===== src/rtl/core/sac_ram.sv =====
// Generic single-port RAM with registered read data.
module sac_ram #(
    parameter int WIDTH = 8,
    parameter int DEPTH = 256
) (
    input  logic                     aclk,
    input  logic                     we,
    input  logic [$clog2(DEPTH)-1:0] addr,
    input  logic [WIDTH-1:0]         wdata,
    output logic [WIDTH-1:0]         rdata
);

    logic [WIDTH-1:0] mem [DEPTH];

    always_ff @(posedge aclk) begin
        if (we) begin
            mem[addr] <= wdata;
        end
        rdata <= mem[addr];
    end

endmodule


===== config.mk =====
export PLATFORM = sky130hd
export DESIGN_NAME = sac_ram
export DESIGN_NICKNAME = d
export VERILOG_FILES = /design/src/rtl/core/sac_ram.sv
export SDC_FILE = /design/constraint.sdc
export NUM_CORES = 2
export LEC_CHECK = 0
export BUFFER_PORTS_ARGS = -buffer_cell sky130_fd_sc_hd__clkbuf_2
export CAP_MARGIN = 0
export CORE_MARGIN = 1
export CORE_UTILIZATION = 40
export DETAILED_ROUTE_END_ITERATION = 6
export GPL_ROUTABILITY_DRIVEN = 0
export PLACE_DENSITY = 0.62
export RECOVER_POWER = 100
export SYNTH_ARGS = -nofsm -noshare
export SYNTH_HDL_FRONTEND = slang
export SYNTH_SLANG_ARGS = --single-unit

===== constraint.sdc =====
create_clock -name aclk -period 4.7 [get_ports aclk]
set_input_delay 0.705 -clock aclk [delete_from_list [all_inputs] [get_ports aclk]]
set_output_delay 0.705 -clock aclk [all_outputs]
set_load 0.1 [all_outputs]

==> results.cfg <==
[routing]
antenna_left = 0
routed_via_density = 5.702
drt_iter0_drc = 4122
avgRoutedWirePerCell_um = 28.84
num_vias = 37990
wl_um = 192100
drc = 0
first_pass_iters = 5

[die]
core-area_mm2 = 0.1950
start_util_pct = 40.25
dieArea_mm2 = 0.1980
die_h_um = 445.0
ioPinCount = 26
rows = 162
die_w_um = 445.0

[power_and_ir_drop]
internal-power_w = 0.03021
p_clk_share_pct = 42.4
p_per_area_mw_per_mm2 = 427.4
swShare_pct = 21.25
p_leak_nw = 27.06
switchingPower_w = 0.008152
power_w = 0.03836
pwr-share-seq_pct = 52.8
power_frac_comb_pct = 4.7
ir_worst_vdd_mv = 0.4176

[setup_path]
regToRegSetupSlack_ns = 1.91
cpMostUsedCell = clkbuf_1
reg2reg_depth = 5
slowest_stage = nor2b_1
start_kind = input pin
reg2reg_from = mem[139][4]$_DFFE_PP_
startpoint = addr[3]
worstSetupPathType = input pin to flip-flop
r2r_end = rdata[4]$_DFF_P_
worst-path-max-fanout = 52
slowest_delay_ns = 1.69
path_cells = clkbuf_1 > nor2b_1 > buf_12 > nand3_2 > clkbuf_1 > nor2_1 > clkbuf_1
worstPathArrival_ns = 4.52
setup.worst_path.end = mem[26][7]$_DFFE_PP_
end_kind = flip-flop
crit_required_ns = 5.18

[clocking]
clk_latency_ns = 0.84
cts.sinks = 2056
cts-resized-gates = 0
h-tree-depth = 4
clockBufferDepth = 3
cts-root-buf = clkbuf_16
ctsHoldBuffers = 0
clkTransAtPathRegs_ns = 0.06
cts_inserted_buffers = 203
post_cts_buffers = 0
cts_tree = built

[synthesis]
yosysTopAreaCell = edfxtp_1
ys_seq_elements = 2056
netlist.area_leader.share_pct = 78.35
synth_fp_nets = 3565
synth_area_per_cell_um2 = 22.13
synth.distinct_cells = 22
syn_inst = 3547
ys_seq_area_share_pct = 78.55
netlist_area_mm2 = 0.07849
synth_area_leaders = edfxtp_1, mux4_2, a22oi_1
synth_warnings = 0

[grt]
grt_pass1_vias = 38520
antenna_found_initial = 8
grt_pass1_wl_um = 277600
grt_max_degree = 211
overflow = 0
grt_usage_pct = 19.40

[timing]
finalMaxSlewViolations = 907
slew_headroom_pct = -123.6
finalCritPeriodShare_pct = 85.94
clock_skew_ns = 0.04268
finalHoldViolations = 0
timing.fmax_mhz = 247.6
worst_pin_slew_ns = 3.354
setup_viol = 0
grt_setup_unrepaired = no
period_needed_ns = 4.039
tns_ns = 0

[final_layout]
syn_to_final_growth_pct = 14.35
fin_nets = 3884
mostFrequentLayoutCell = edfxtp_1
finalInstanceArea_mm2 = 0.08976
drive_above_1_share_pct = 24.13
seq_area_mm2 = 0.06166
mostFrequentLayoutCells = edfxtp_1, mux4_2, a22oi_1
filler_cell_count = 16290
multi_input_area_mm2 = 0.01578

[outcome]
status = finished, violations left
violations = max-capacitance violations, max-slew violations

[worst_hold_path]
worstHoldPathType = input pin to flip-flop

[placement]
dp_hpwl_um = 116900
dpl_cell_area_mm2 = 0.08379
io_buffers = 25

[job]
drv_cap = 13
## through the flow
stage	setup WS [ns]	std cells	util (%)	hold slack, ns
after floorplan	1.776	3547	-	0.8039
after global placement	0.5459	6285	42.97	0.9740
after detailed placement	0.6008	6285	42.97	0.9817
after CTS	1.513	6661	46.41	0.2730
after global routing	0.7031	6661	46.03	0.5254
final	0.6608	6662	46.03	0.5368
## metal layers
layer | up-vias | routed length [um] | global-route usage (%)
met3 | 264 | 14920 | 3.386
met4 | 0 | 5601 | 6.235
met1 | 20360 | 78760 | 27.16
met5 | - | 0 | 0
li1 | 15740 | - | -
met2 | 1618 | 92830 | 30.98
## cells in the mapped netlist
master	count
and2_1	3
edfxtp_1	2048
inv_1	1
dfxtp_1	8
buf_2	36
buf_6	16
nand4_1	8
a21oi_1	128
mux4_2	512
or3_1	1
nand2_1	28
buf_1	19
nor2b_1	7
nor3_1	30
buf_4	16
a22oi_1	256
clkbuf_1	145
o41ai_1	32
nor2_1	232
nand3_1	13
nand2b_1	6
or2_2	2
## state kept, by name (all words and copies together), names as in the netlist
name,cells
mem,2048
rdata,8
## how the worst min path moves through the flow
stage                     startpoint              endpoint  slack (ns)  depth (start not counted)
2_1_floorplan               wdata[0]   mem[0][0]$_DFFE_PP_        0.80                          0
3_3_place_gp   mem[194][2]$_DFFE_PP_      rdata[2]$_DFF_P_        0.97                          5
3_5_place_dp   mem[192][2]$_DFFE_PP_      rdata[2]$_DFF_P_        0.98                          5
4_1_cts                     wdata[4]  mem[89][4]$_DFFE_PP_        0.27                          1
5_1_grt                      addr[6]      rdata[6]$_DFF_P_        0.53                          5
6_report                     addr[6]      rdata[0]$_DFF_P_        0.54                          5
## critical path, delay by kind of cell
| family | cells | cell delay [ns] |
|---|---|---|
| and+or+nand+nor | 3 | 2.06 |
| buffers and inverters | 4 | 1.73 |
## layout make-up
| type | instances | share of cell area, % |
|---|---|---|
| tap | 2624 | 3.658 |
| multi-input combinational | 1258 | 17.58 |
| inverter | 1 | 0.004182 |
| sequential | 2056 | 68.70 |
| antenna | 1 | 0.002788 |
| timing repair buffer | 346 | 2.586 |
| clock buffer | 247 | 5.937 |
| clock inverter | 129 | 1.540 |
## kinds of logic (layout without fill, tap and decap cells)
logic type / Yosys count / in the layout / synth area share [%]
flops: 2056 / 2056 / 78.55
compound gates: 416 / 416 / 3.622
buf+inv: 233 / 723 / 1.401
other cells: 0 / 1 / 0
mux: 512 / 512 / 14.69
simple gates: 330 / 330 / 1.733
## power groups by stage
stage	combinational, W	clock [W]	sequential [W]
floorplan	0.000898	0	0.0207
global placement	0.00182	0	0.0206
detailed placement	0.00185	0	0.0206
CTS	0.00185	0.0165	0.0202
global route	0.00191	0.0172	0.0203
finish	0.00181	0.0163	0.0203
Power figures use the tool's default switching activity.
