$ cat src/rtl/core/sac_pkg.sv
// Shared constants, codes and types of the set-associative write-back cache.
package sac_pkg;

    // Default geometry limits
    localparam int DEF_MAX_WAYS        = 8;
    localparam int DEF_MAX_SETS        = 64;
    localparam int DEF_MAX_BLOCK_BYTES = 64;
    localparam int DEF_ADDR_BITS       = 16;
    localparam int DEF_ACCESS_BYTES    = 8;

    // Fixed field widths
    localparam int SIZE_W     = 4;
    localparam int DATA_BYTES = 8;
    localparam int DATA_W     = 64;
    localparam int WAYS_CFG_W = 4;
    localparam int GEO_CFG_W  = 3;
    localparam int CFG_IDX_W  = 2;
    localparam int CFG_DATA_W = 4;

    // Register reset values
    localparam logic [WAYS_CFG_W-1:0] RST_WAYS_IN_USE = 4'd8;
    localparam logic [GEO_CFG_W-1:0]  RST_OFFSET_BITS = 3'd4;
    localparam logic [GEO_CFG_W-1:0]  RST_SET_BITS    = 3'd4;

    typedef enum logic [CFG_IDX_W-1:0] {
        CFG_WAYS_IN_USE = 2'd0,
        CFG_OFFSET_BITS = 2'd1,
        CFG_SET_BITS    = 2'd2
    } cfg_idx_t;

    localparam logic REQ_STORE = 1'b1;

    // Result word layout
    localparam int M_DATA_W     = 72;
    localparam int OUT_HIT_BIT  = 0;
    localparam int OUT_LOAD_LSB = 1;
    localparam int OUT_WB_BIT   = 65;

    // Shared compare unit result
    typedef struct packed {
        logic tag_eq;
        logic rank_gt;
        logic rank_lt;
    } sac_cmp_t;

endpackage

$ cat src/rtl/core/sac_way_cmp.sv
// Shared tag and recency-rank comparator used by the way sequencer.
module sac_way_cmp
    import sac_pkg::*;
#(
    parameter int TAG_W  = 16,
    parameter int RANK_W = 3
) (
    input  logic [TAG_W-1:0]  a_tag,
    input  logic [TAG_W-1:0]  b_tag,
    input  logic [RANK_W-1:0] a_rank,
    input  logic [RANK_W-1:0] b_rank,
    output sac_cmp_t          res
);

    always_comb begin
        res.tag_eq  = (a_tag == b_tag);
        res.rank_gt = (a_rank > b_rank);
        res.rank_lt = (a_rank < b_rank);
    end

endmodule

$ cat config.mk
export PLATFORM = sky130hd
export DESIGN_NAME = sac_way_cmp
export DESIGN_NICKNAME = d
export VERILOG_FILES = /design/src/rtl/core/sac_pkg.sv /design/src/rtl/core/sac_way_cmp.sv
export SDC_FILE = /design/constraint.sdc
export NUM_CORES = 1
export LEC_CHECK = 0
export ABC_AREA = 1
export BUFFER_PORTS_ARGS = -buffer_cell sky130_fd_sc_hd__buf_2
export CAP_MARGIN = 30
export CELL_PAD_IN_SITES_DETAIL_PLACEMENT = 1
export CELL_PAD_IN_SITES_GLOBAL_PLACEMENT = 2
export CORE_MARGIN = 1.5
export CORE_UTILIZATION = 12
export DETAILED_ROUTE_END_ITERATION = 16
export GPL_TIMING_DRIVEN = 1
export PLACE_DENSITY = 0.87
export SYNTH_ARGS = -nofsm -noshare
export SYNTH_HDL_FRONTEND = slang
export SYNTH_SLANG_ARGS = --single-unit
$ cat constraint.sdc
create_clock -name vclk -period 0.9
set_clock_uncertainty 0.15 [all_clocks]
set_input_delay 0.09 -clock vclk [all_inputs]
set_output_delay 0.09 -clock vclk [all_outputs]
set_load 0.01 [all_outputs]
==> summary.md, run 1 <==
| Metric | Value |
|---|---|
| Share of post-route cells with drive strength above 1 | 59.6% |
| Vias in the first global route | roughly 500 |
| Core footprint | roughly 2500 µm² |
| Most used routing layer | met2 |
| DR WL/cell | about 9 µm |
| CLK BUF | 0 |
| Mapped Avg Cell Area | ~5.2 µm² |
| Fin Hold WS | 406 ps |
| Failing checks | negative setup slack |
| Shortest period the worst path allows | ~1200 ps |
| Hold path cells | 4 |
| PortBufs | just over 40 |
| GRT Residual Overflow | 0 |
| Synth cell types | 7 |
| Syn. warnings | 0 |
| Worst setup EP type | output pin |
| Final setup vio count | 3 |
| Vias | a little over 500 |
| Max Cap Violations | 0 |
| Syn Nets | 103 |
| Die H | approximately 55 µm |
| Most frequent cells in the layout | 30 x buf_2, 24 x nand2_1, 11 x buf_6, 9 x inv_1, 7 x xnor2_2 |
| HPWL after DPL | between 1000 and 1500 µm |
| DRT iter0 DRCs | 0 |
| Outcome | complete, but fails checks |
| Place WS | -363 ps |
| Post-DP Area | 608 µm² |
| Lkg Pwr | 0.431 nW |
| Area Growth Syn to Fin | 134% |
| Hold Buf Count CTS | 0 |
| Storage element area | 0 µm² |
| Highest Clock Rate | about 0.82 GHz |
| WHS Endpoint | res[0] |
| Crit Path Max Fanout | 2 |
| IO Count | between 40 and 50 |
| Hold Vio Cnt, Final | 0 |
| Rows | 18 |
| Syn Inst Count | between 60 and 70 |
| DRC | 0 |
| GR Util met1 | between 6 and 7% |
| Met3 GRT Util | 0% |
| GRT Total Usage | 8.17% |
| Avg Vias per Cell | ~3.8 |
| Routed WL | around 1200 µm |
| Post-route ant nets | 0 |
| Largest net degree at the start of global routing | 3 |
| Crit path required time | 660 ps |
| Hold wc startpoint | a_rank[2] |
| PD cells | 480 nW/µm² |
| Worst IR Drop VDD | 0.000169 V |
| Met2 Use GR | around a fifth |
| Drt first pass iters | 1 |
| Final worst slack | -324 ps |
| Effective utilization at floorplan | about an eighth |
| HP Class | in2out |
| Period utilisation layout | 136% |
| Seq Cell Count | 0 |
| Least-Margin Pin Slew | a little over 200 ps |
| Startpoint types | primary input |
| Routability Congestion | ~0.63 |
| Commonest non-fill, non-tap cell in the layout | buf_2 |
| Diode count | 0 |
| Kind of critical path | in2out |
| Pins Over Slew Limit | 0 |
| CP arrival | 980 ps |
| RSZ-0062 raised after global routing | true |
| DIE AREA | 3020 µm² |
| Die Span X | around 55 µm |
| First-pass GRT wire length | approximately 1900 µm |
| Antenna violations before repair | 0 |
| Cell Area, Synth | about 320 µm² |
| Register area share after synthesis | 0% |
| Max_slew headroom | between 80 and 90% |
| Design area | ~760 µm² |
| Final nets | roughly 150 |
-- critical path, stage by stage --
cell and delay (ps):
buf_6 100, ha_4 250, nand2_4 80, nor2_4 40
a211oi_4 230, a21oi_2 50, buf_2 140
-- metrics by stage --
step                setup TNS, ps  instances  util, %  power, mW
detailed placement           -869        133     24.1      0.274
global route                 -895        134     30.1      0.403
global placement             -752        133     24.1      0.259
finish                       -741        134     30.1      0.364
CTS                          -704        134     26.5      0.305
floorplan                    -233         62        -      0.143
-- worst max path at each step --
stage               from  endpoint  depth (start not counted)
2_1_floorplan  a_rank[2]    res[1]                          5
3_3_place_gp   b_rank[1]    res[1]                          8
3_5_place_dp   a_rank[2]    res[1]                          7
4_1_cts        b_rank[2]    res[1]                          8
5_1_grt        b_rank[2]    res[1]                          8
6_report       a_rank[2]    res[1]                          7
-- per-layer routing --
| layer | wire (µm) | vias to the layer above |
|---|---|---|
| met5 | 0 | - |
| met4 | 0 | 0 |
| met3 | 71 | 0 |
| met2 | 799 | 16 |
| met1 | 309 | 231 |
| li1 | - | 261 |
-- area by class of cell --
| type | count | area, µm² |
|---|---|---|
| fillers | 331 | 1760 |
| inverters | 14 | 60.1 |
| repair buffers | 42 | 282 |
| multi-input cells | 48 | 380 |
| well taps | 30 | 37.5 |
-- synth_stat cells --
master    instances  share of area, %
a211oi_2          1               3.9
a21oi_1           1               1.5
ha_1              3                12
inv_1            14                16
nand2_1          26                30
nor2_1            6               6.9
xnor2_1          11                30
-- power breakdown --
group / total (mW) / internal [mW] / switching (mW) / leakage [nW]
sequential: 0 / 0 / 0 / 0
clock: 0 / 0 / 0 / 0
combinational: 0.364 / 0.216 / 0.148 / 0.431
total: 0.364 / 0.216 / 0.148 / 0.431
-- kinds of logic after synthesis --
group / after synthesis / share of synthesized area, %
adders and majority gates: 3 / 11.6
xor gates and xnor gates: 11 / 29.7
and+or+nand+nor: 32 / 37.1
AOI/OAI and AO/OA: 2 / 5.40
buffers and inverters: 14 / 16.2
-- repair_timing --
| action | 4_1_cts | 5_1_grt |
|---|---|---|
| resized for setup | 9 | 18 |
| cloned | 0 | 0 |
| pin swaps | 18 | 15 |
| setup endpoints to repair | 3 | 3 |
| hold endpoints to repair | 0 | 0 |
| buffers inserted | 1 | 0 |
(Power assumes the default switching activity.)
==> run 2: changes to the inputs <==
--- a/config.mk
+++ b/config.mk
@@ -15,6 +15,8 @@
 export DETAILED_ROUTE_END_ITERATION = 16
 export GPL_TIMING_DRIVEN = 1
 export PLACE_DENSITY = 0.87
+export SETUP_SLACK_MARGIN = 0.3
 export SYNTH_ARGS = -nofsm -noshare
 export SYNTH_HDL_FRONTEND = slang
 export SYNTH_SLANG_ARGS = --single-unit
+export TNS_END_PERCENT = 10
==> run 2 against run 1 <==
Effect of this change: the run still ends with negative setup slack left; combinational power down 16%; wire length down 8.3%; non-clock buffer count unchanged; critical path type unchanged; clock-buffer cell count unchanged; first-iteration DRC count unchanged; final area down 13%; global-route usage down 0.96 points; cell count unchanged; critical path depth up 1.
==> summary.md, run 2 (synthesis results as in run 1) <==
| Metric | Value |
|---|---|
| Highest Clock Rate | around 0.87 GHz |
| Least-Margin Pin Slew | 219 ps |
| Pins Over Slew Limit | 0 |
| Hold Vio Cnt, Final | 0 |
| Final worst slack | -251 ps |
| Worst Setup SP | b_rank[2] |
| Die Span X | about 55 µm |
| Cell breakdown of the critical path | buf_6 > inv_4 > ha_4 > nand2_4 > nor2_4 > a211oi_2 > a21oi_2 > buf_2 |
| Worst Path Buf+Inv | 3 |
| Crit-path slowest cell | ha_4 |
| RSZ-0062 raised after global routing | true |
| Worst IR Drop VDD | around 0.00016 V |
| PortBufs | slightly above 40 |
| Commonest non-fill, non-tap cell in the layout | buf_2 |
| Max Cap Violations | 0 |
| Diode count | 0 |
| Avg Vias per Cell | 3.73 |
| Share of post-route cells with drive strength above 1 | about half |
| Drt first pass iters | 1 |
| DR WL/cell | 8.08 µm |
| Final setup vio count | 3 |
| Layout Utilization | about a quarter |
| IO Count | slightly above 40 |
| DRC | 0 |
| Outcome | complete, but fails checks |
| Post-route ant nets | 0 |
| Slowest stage delay, CP | roughly 200 ps |
| Vias | 500 |
| Hold path cells | 4 |
| Die H | about 55 µm |
| Area Growth Syn to Fin | 105% |
| Failing checks | negative setup slack |
| HPWL after DPL | between 1000 and 1500 µm |
| Shortest period the worst path allows | 1150 ps |
| Seq Cell Count | 0 |
| First-pass GRT wire length | ~1700 µm |
| Total Power | 0.305 mW |
| GR Util met1 | just under 7% |
| Max_slew headroom | a little under nine tenths |
| Most frequent cells in the layout | 38 x buf_2, 25 x nand2_1, 12 x inv_1, 8 x xnor2_1, 5 x nor2_1 |
| Storage element area | 0 µm² |
| Design area | 664 µm² |
| CLK BUF | 0 |
| WHS Endpoint | res[1] |
| Startpoint types | primary input |
| Routability Congestion | ~0.63 |
| Crit Path Max Fanout | 2 |
| GRT Total Usage | slightly above 7% |
| Period utilisation layout | 128% |
| Worst path top cell family by delay | buffers and inverters |
| Crit path required time | roughly 660 ps |
| Worst setup EP type | output pin |
| Vias in the first global route | roughly 480 |
| Effective utilization at floorplan | between 10 and 15% |
| Antenna violations before repair | 0 |
| Area of the multi-input gates | between 300 and 400 µm² |
| DIE AREA | slightly above 3000 µm² |
| DRT iter0 DRCs | 0 |
| Most used routing layer | met2 |
| Post-DP Area | between 600 and 700 µm² |
| # fillers | 338 |
| Rows | 18 |
| HP Class | in2out |
| Hold Buf Count CTS | 0 |
| Met3 GRT Util | 0% |
| Largest net degree at the start of global routing | 3 |
| Met2 Use GR | between 10% and 20% |
| Hold wc startpoint | b_rank[0] |
| Core footprint | between 2000 and 3000 µm² |
| PD cells | about 460 nW/µm² |
| Lkg Pwr | 0.393 nW |
| Kind of critical path | in2out |
| CP arrival | approximately 910 ps |
| Final nets | about 150 |
| Routed WL | 1080 µm |
| GRT Residual Overflow | 0 |
-- run 2: cell types whose count changed in the layout (fill, tap and decap cells not counted), moves of 3 or more --
cell and change:
buf_6 -8, inv_1 +3, xnor2_1 +4, inv_2 -3, buf_2 +8, xnor2_2 -4
-- run 2: worst max-delay path by stage --
stage          endpoint  cells after the start
6_report         res[1]                      8
5_1_grt          res[1]                      8
4_1_cts          res[1]                      8
3_5_place_dp     res[1]                      7
3_3_place_gp     res[1]                      7
2_1_floorplan    res[1]                      6
-- run 2: layout make-up --
class              instances  share of cell area [%]
repair buffers            42                    34.8
well taps                 30                    5.65
multi-input cells         48                    50.8
inverters                 14                    8.66
-- run 2: per-stage QoR --
step | setup WS (ps) | setup TNS (ps) | hold WS [ps] | std cells
2_1_floorplan | -168 | -251 | 181 | 62
3_3_place_gp | -289 | -725 | 399 | 133
3_5_place_dp | -343 | -860 | 421 | 133
4_1_cts | -266 | -677 | 422 | 134
5_1_grt | -313 | -858 | 429 | 134
6_report | -251 | -617 | 412 | 134
-- run 2: where the power goes --
part           switching [mW]  internal [mW]  leakage [nW]
Combinational           0.129          0.176         0.393
Clock                       0              0             0
Sequential                  0              0             0
Total                   0.129          0.176         0.393
-- run 2: routing by layer --
| layer | wire, µm | share of wire (%) |
|---|---|---|
| met5 | 0 | 0 |
| met4 | 0 | 0 |
| met3 | 67 | 6.2 |
| met2 | 671 | 62 |
| met1 | 344 | 32 |
-- run 2: worst min-delay path: stages --
cell	delay, ps
buf_2	80
ha_1	120
a21oi_2	50
buf_2	130
-- run 2: what timing repair did --
item / CTS / global route
setup endpoints to repair: 3 / 3
gates cloned: 0 / 0
setup buffers: 1 / 0
gates resized for setup: 7 / 3
pin swaps: 9 / 0
==> run 3: changes to the inputs <==
--- a/config.mk
+++ b/config.mk
@@ -15,7 +15,8 @@
 export DETAILED_ROUTE_END_ITERATION = 16
 export GPL_TIMING_DRIVEN = 1
 export PLACE_DENSITY = 0.87
-export SETUP_SLACK_MARGIN = 0.3
+export SETUP_SLACK_MARGIN = 0.15
+export SKIP_LAST_GASP = 1
 export SYNTH_ARGS = -nofsm -noshare
 export SYNTH_HDL_FRONTEND = slang
 export SYNTH_SLANG_ARGS = --single-unit
==> run 3 against run 2 <==
Effect of this change: the run still ends with negative setup slack left; clock-buffer cell count did not move; cell count is the same; core utilization down 0.60 points; worst hold slack unchanged; total power fell by 2.9%; final area is 2.3% lower; global-route usage unchanged; non-clock buffer count stayed put; die area unchanged; sequential share of layout area did not move; critical path type unchanged; critical endpoint unchanged; largest power group unchanged.
==> summary.md, run 3 (synthesis results as in run 1) <==
| Metric | Value |
|---|---|
| Rows | 18 |
| CP arrival | 910 ps |
| DRC | 0 |
| Hold wc startpoint | b_rank[0] |
| Place WS | -343 ps |
| Register share of total power | 0% |
| DR WL/cell | approximately 8 µm |
| Routability Congestion | between 0.6 and 0.7 |
| Post-route ant nets | 0 |
| Slowest stage delay, CP | ~200 ps |
| Share of post-route cells with drive strength above 1 | between 40% and 50% |
| DIE AREA | between 3000 and 4000 µm² |
| Outcome | complete, but fails checks |
| Total Power | between 0.2 and 0.3 mW |
| Logic pwr share | 100.0% |
| Net switching power | about 0.13 mW |
| Hold Vio Cnt, Final | 0 |
| PortBufs | between 40 and 50 |
| Hold Buf Count CTS | 0 |
| GRT Residual Overflow | 0 |
| Crit Path Max Fanout | 2 |
| HPWL after DPL | 1010 µm |
| Clock power frac | 0% |
| Max_slew headroom | 85.4% |
| Dpl cells | around 130 |
| Die H | 55.0 µm |
| RSZ-0062 raised after global routing | true |
| Hold path cells | 4 |
| Final setup vio count | 3 |
| Pins Over Slew Limit | 0 |
| PD cells | between 400 and 500 nW/µm² |
| Drt first pass iters | 1 |
| Routed WL | around 1100 µm |
| Crit path required time | 660 ps |
| Worst setup EP type | output pin |
| Vias in the first global route | roughly 480 |
| IO Count | 41 |
| CLK BUF | 0 |
| Crit-path slowest cell | ha_4 |
| Post-Layout Cell Count | 134 |
| Cell breakdown of the critical path | buf_6 > inv_4 > ha_4 > nand2_4 > nor2_4 > a211oi_2 > a21oi_2 > buf_2 |
| Worst IR Drop VDD | around 0.00016 V |
| GRT Total Usage | 7.21% |
| Worst Setup SP | b_rank[2] |
| Cell internal pwr | 0.170 mW |
| Lkg Pwr | 0.382 nW |
| Diode count | 0 |
| Switching Fraction | 42.6% |
| Die Span X | ~55 µm |
| Least-Margin Pin Slew | 219 ps |
| Failing checks | negative setup slack |
| Period utilisation layout | 128% |
| Shortest period the worst path allows | approximately 1200 ps |
| Storage element area | 0 µm² |
| Kind of critical path | in2out |
| Largest net degree at the start of global routing | 3 |
| Max Cap Violations | 0 |
| Final nets | around 150 |
| Startpoint types | primary input |
| Antenna violations before repair | 0 |
| Highest Clock Rate | between 0.8 and 0.9 GHz |
| Area Growth Syn to Fin | 100% |
| HP Class | in2out |
| Core footprint | around 2500 µm² |
| # fillers | about 340 |
| Seq Cell Count | 0 |
| Avg Vias per Cell | approximately 3.7 |
| Most frequent cells in the layout | 38 x buf_2, 25 x nand2_1, 12 x inv_1, 10 x xnor2_1, 5 x nor2_1 |
| Vias | about 500 |
| DRT iter0 DRCs | 0 |
| Commonest non-fill, non-tap cell in the layout | buf_2 |
| First-pass GRT wire length | approximately 1700 µm |
| Final worst slack | -251 ps |
| Effective utilization at floorplan | about an eighth |
==> run 3: cell count changes in the layout (fill, tap and decap cells not counted) <==
| cell | change |
|---|---|
| xnor2_2 | -2 |
| xnor2_1 | +2 |
==> run 3: through the flow <==
step	instance area [µm²]	hold slack, ps	util (%)	TNS (ps)
after floorplan	358	181	-	-251
after global placement	601	399	23.8	-725
after detailed placement	601	421	23.8	-860
after CTS	642	422	25.4	-709
after global routing	649	429	25.7	-890
final	649	412	25.7	-639
==> run 3: layout make-up <==
class / count / area [µm²] / area share (%)
multi-input cells: 48 / 323 / 49.7
repair buffers: 42 / 231 / 35.6
inverters: 14 / 57.6 / 8.86
well taps: 30 / 37.5 / 5.78
==> run 3: path summary, 6_finish.rpt <==
check / endpoint / slack (ps)
setup / recovery: res[1] / -250
hold / removal: res[1] / 410
==> run 3: critical path, delay by kind of cell <==
family	cells	cell delay, ps
AO/OA/AOI/OAI	2	230
adder cells (fa/ha/maj)	1	200
buffers and inverters	3	280
AND/OR/NAND/NOR	2	100
==> run 3: timing repair <==
action | CTS | global route
gates resized for setup | 7 | 1
setup buffers | 1 | 0
pin swaps | 5 | 0
endpoints found under the setup margin | 3 | 3
==> run 3: power by group through the flow <==
stage,Combinational [mW],Clock (mW),Sequential [mW]
6_report,0.296,0,0
5_1_grt,0.331,0,0
4_1_cts,0.299,0,0
3_5_place_dp,0.268,0,0
3_3_place_gp,0.254,0,0
2_1_floorplan,0.139,0,0
==> run 3: metal layers <==
layer,global-route usage (%),share of wire (%),vias to the layer above
met5,0,0,-
met4,0,0,0
met3,0,6.5,0
met2,17.1,62,20
met1,6.96,32,215
li1,-,-,263
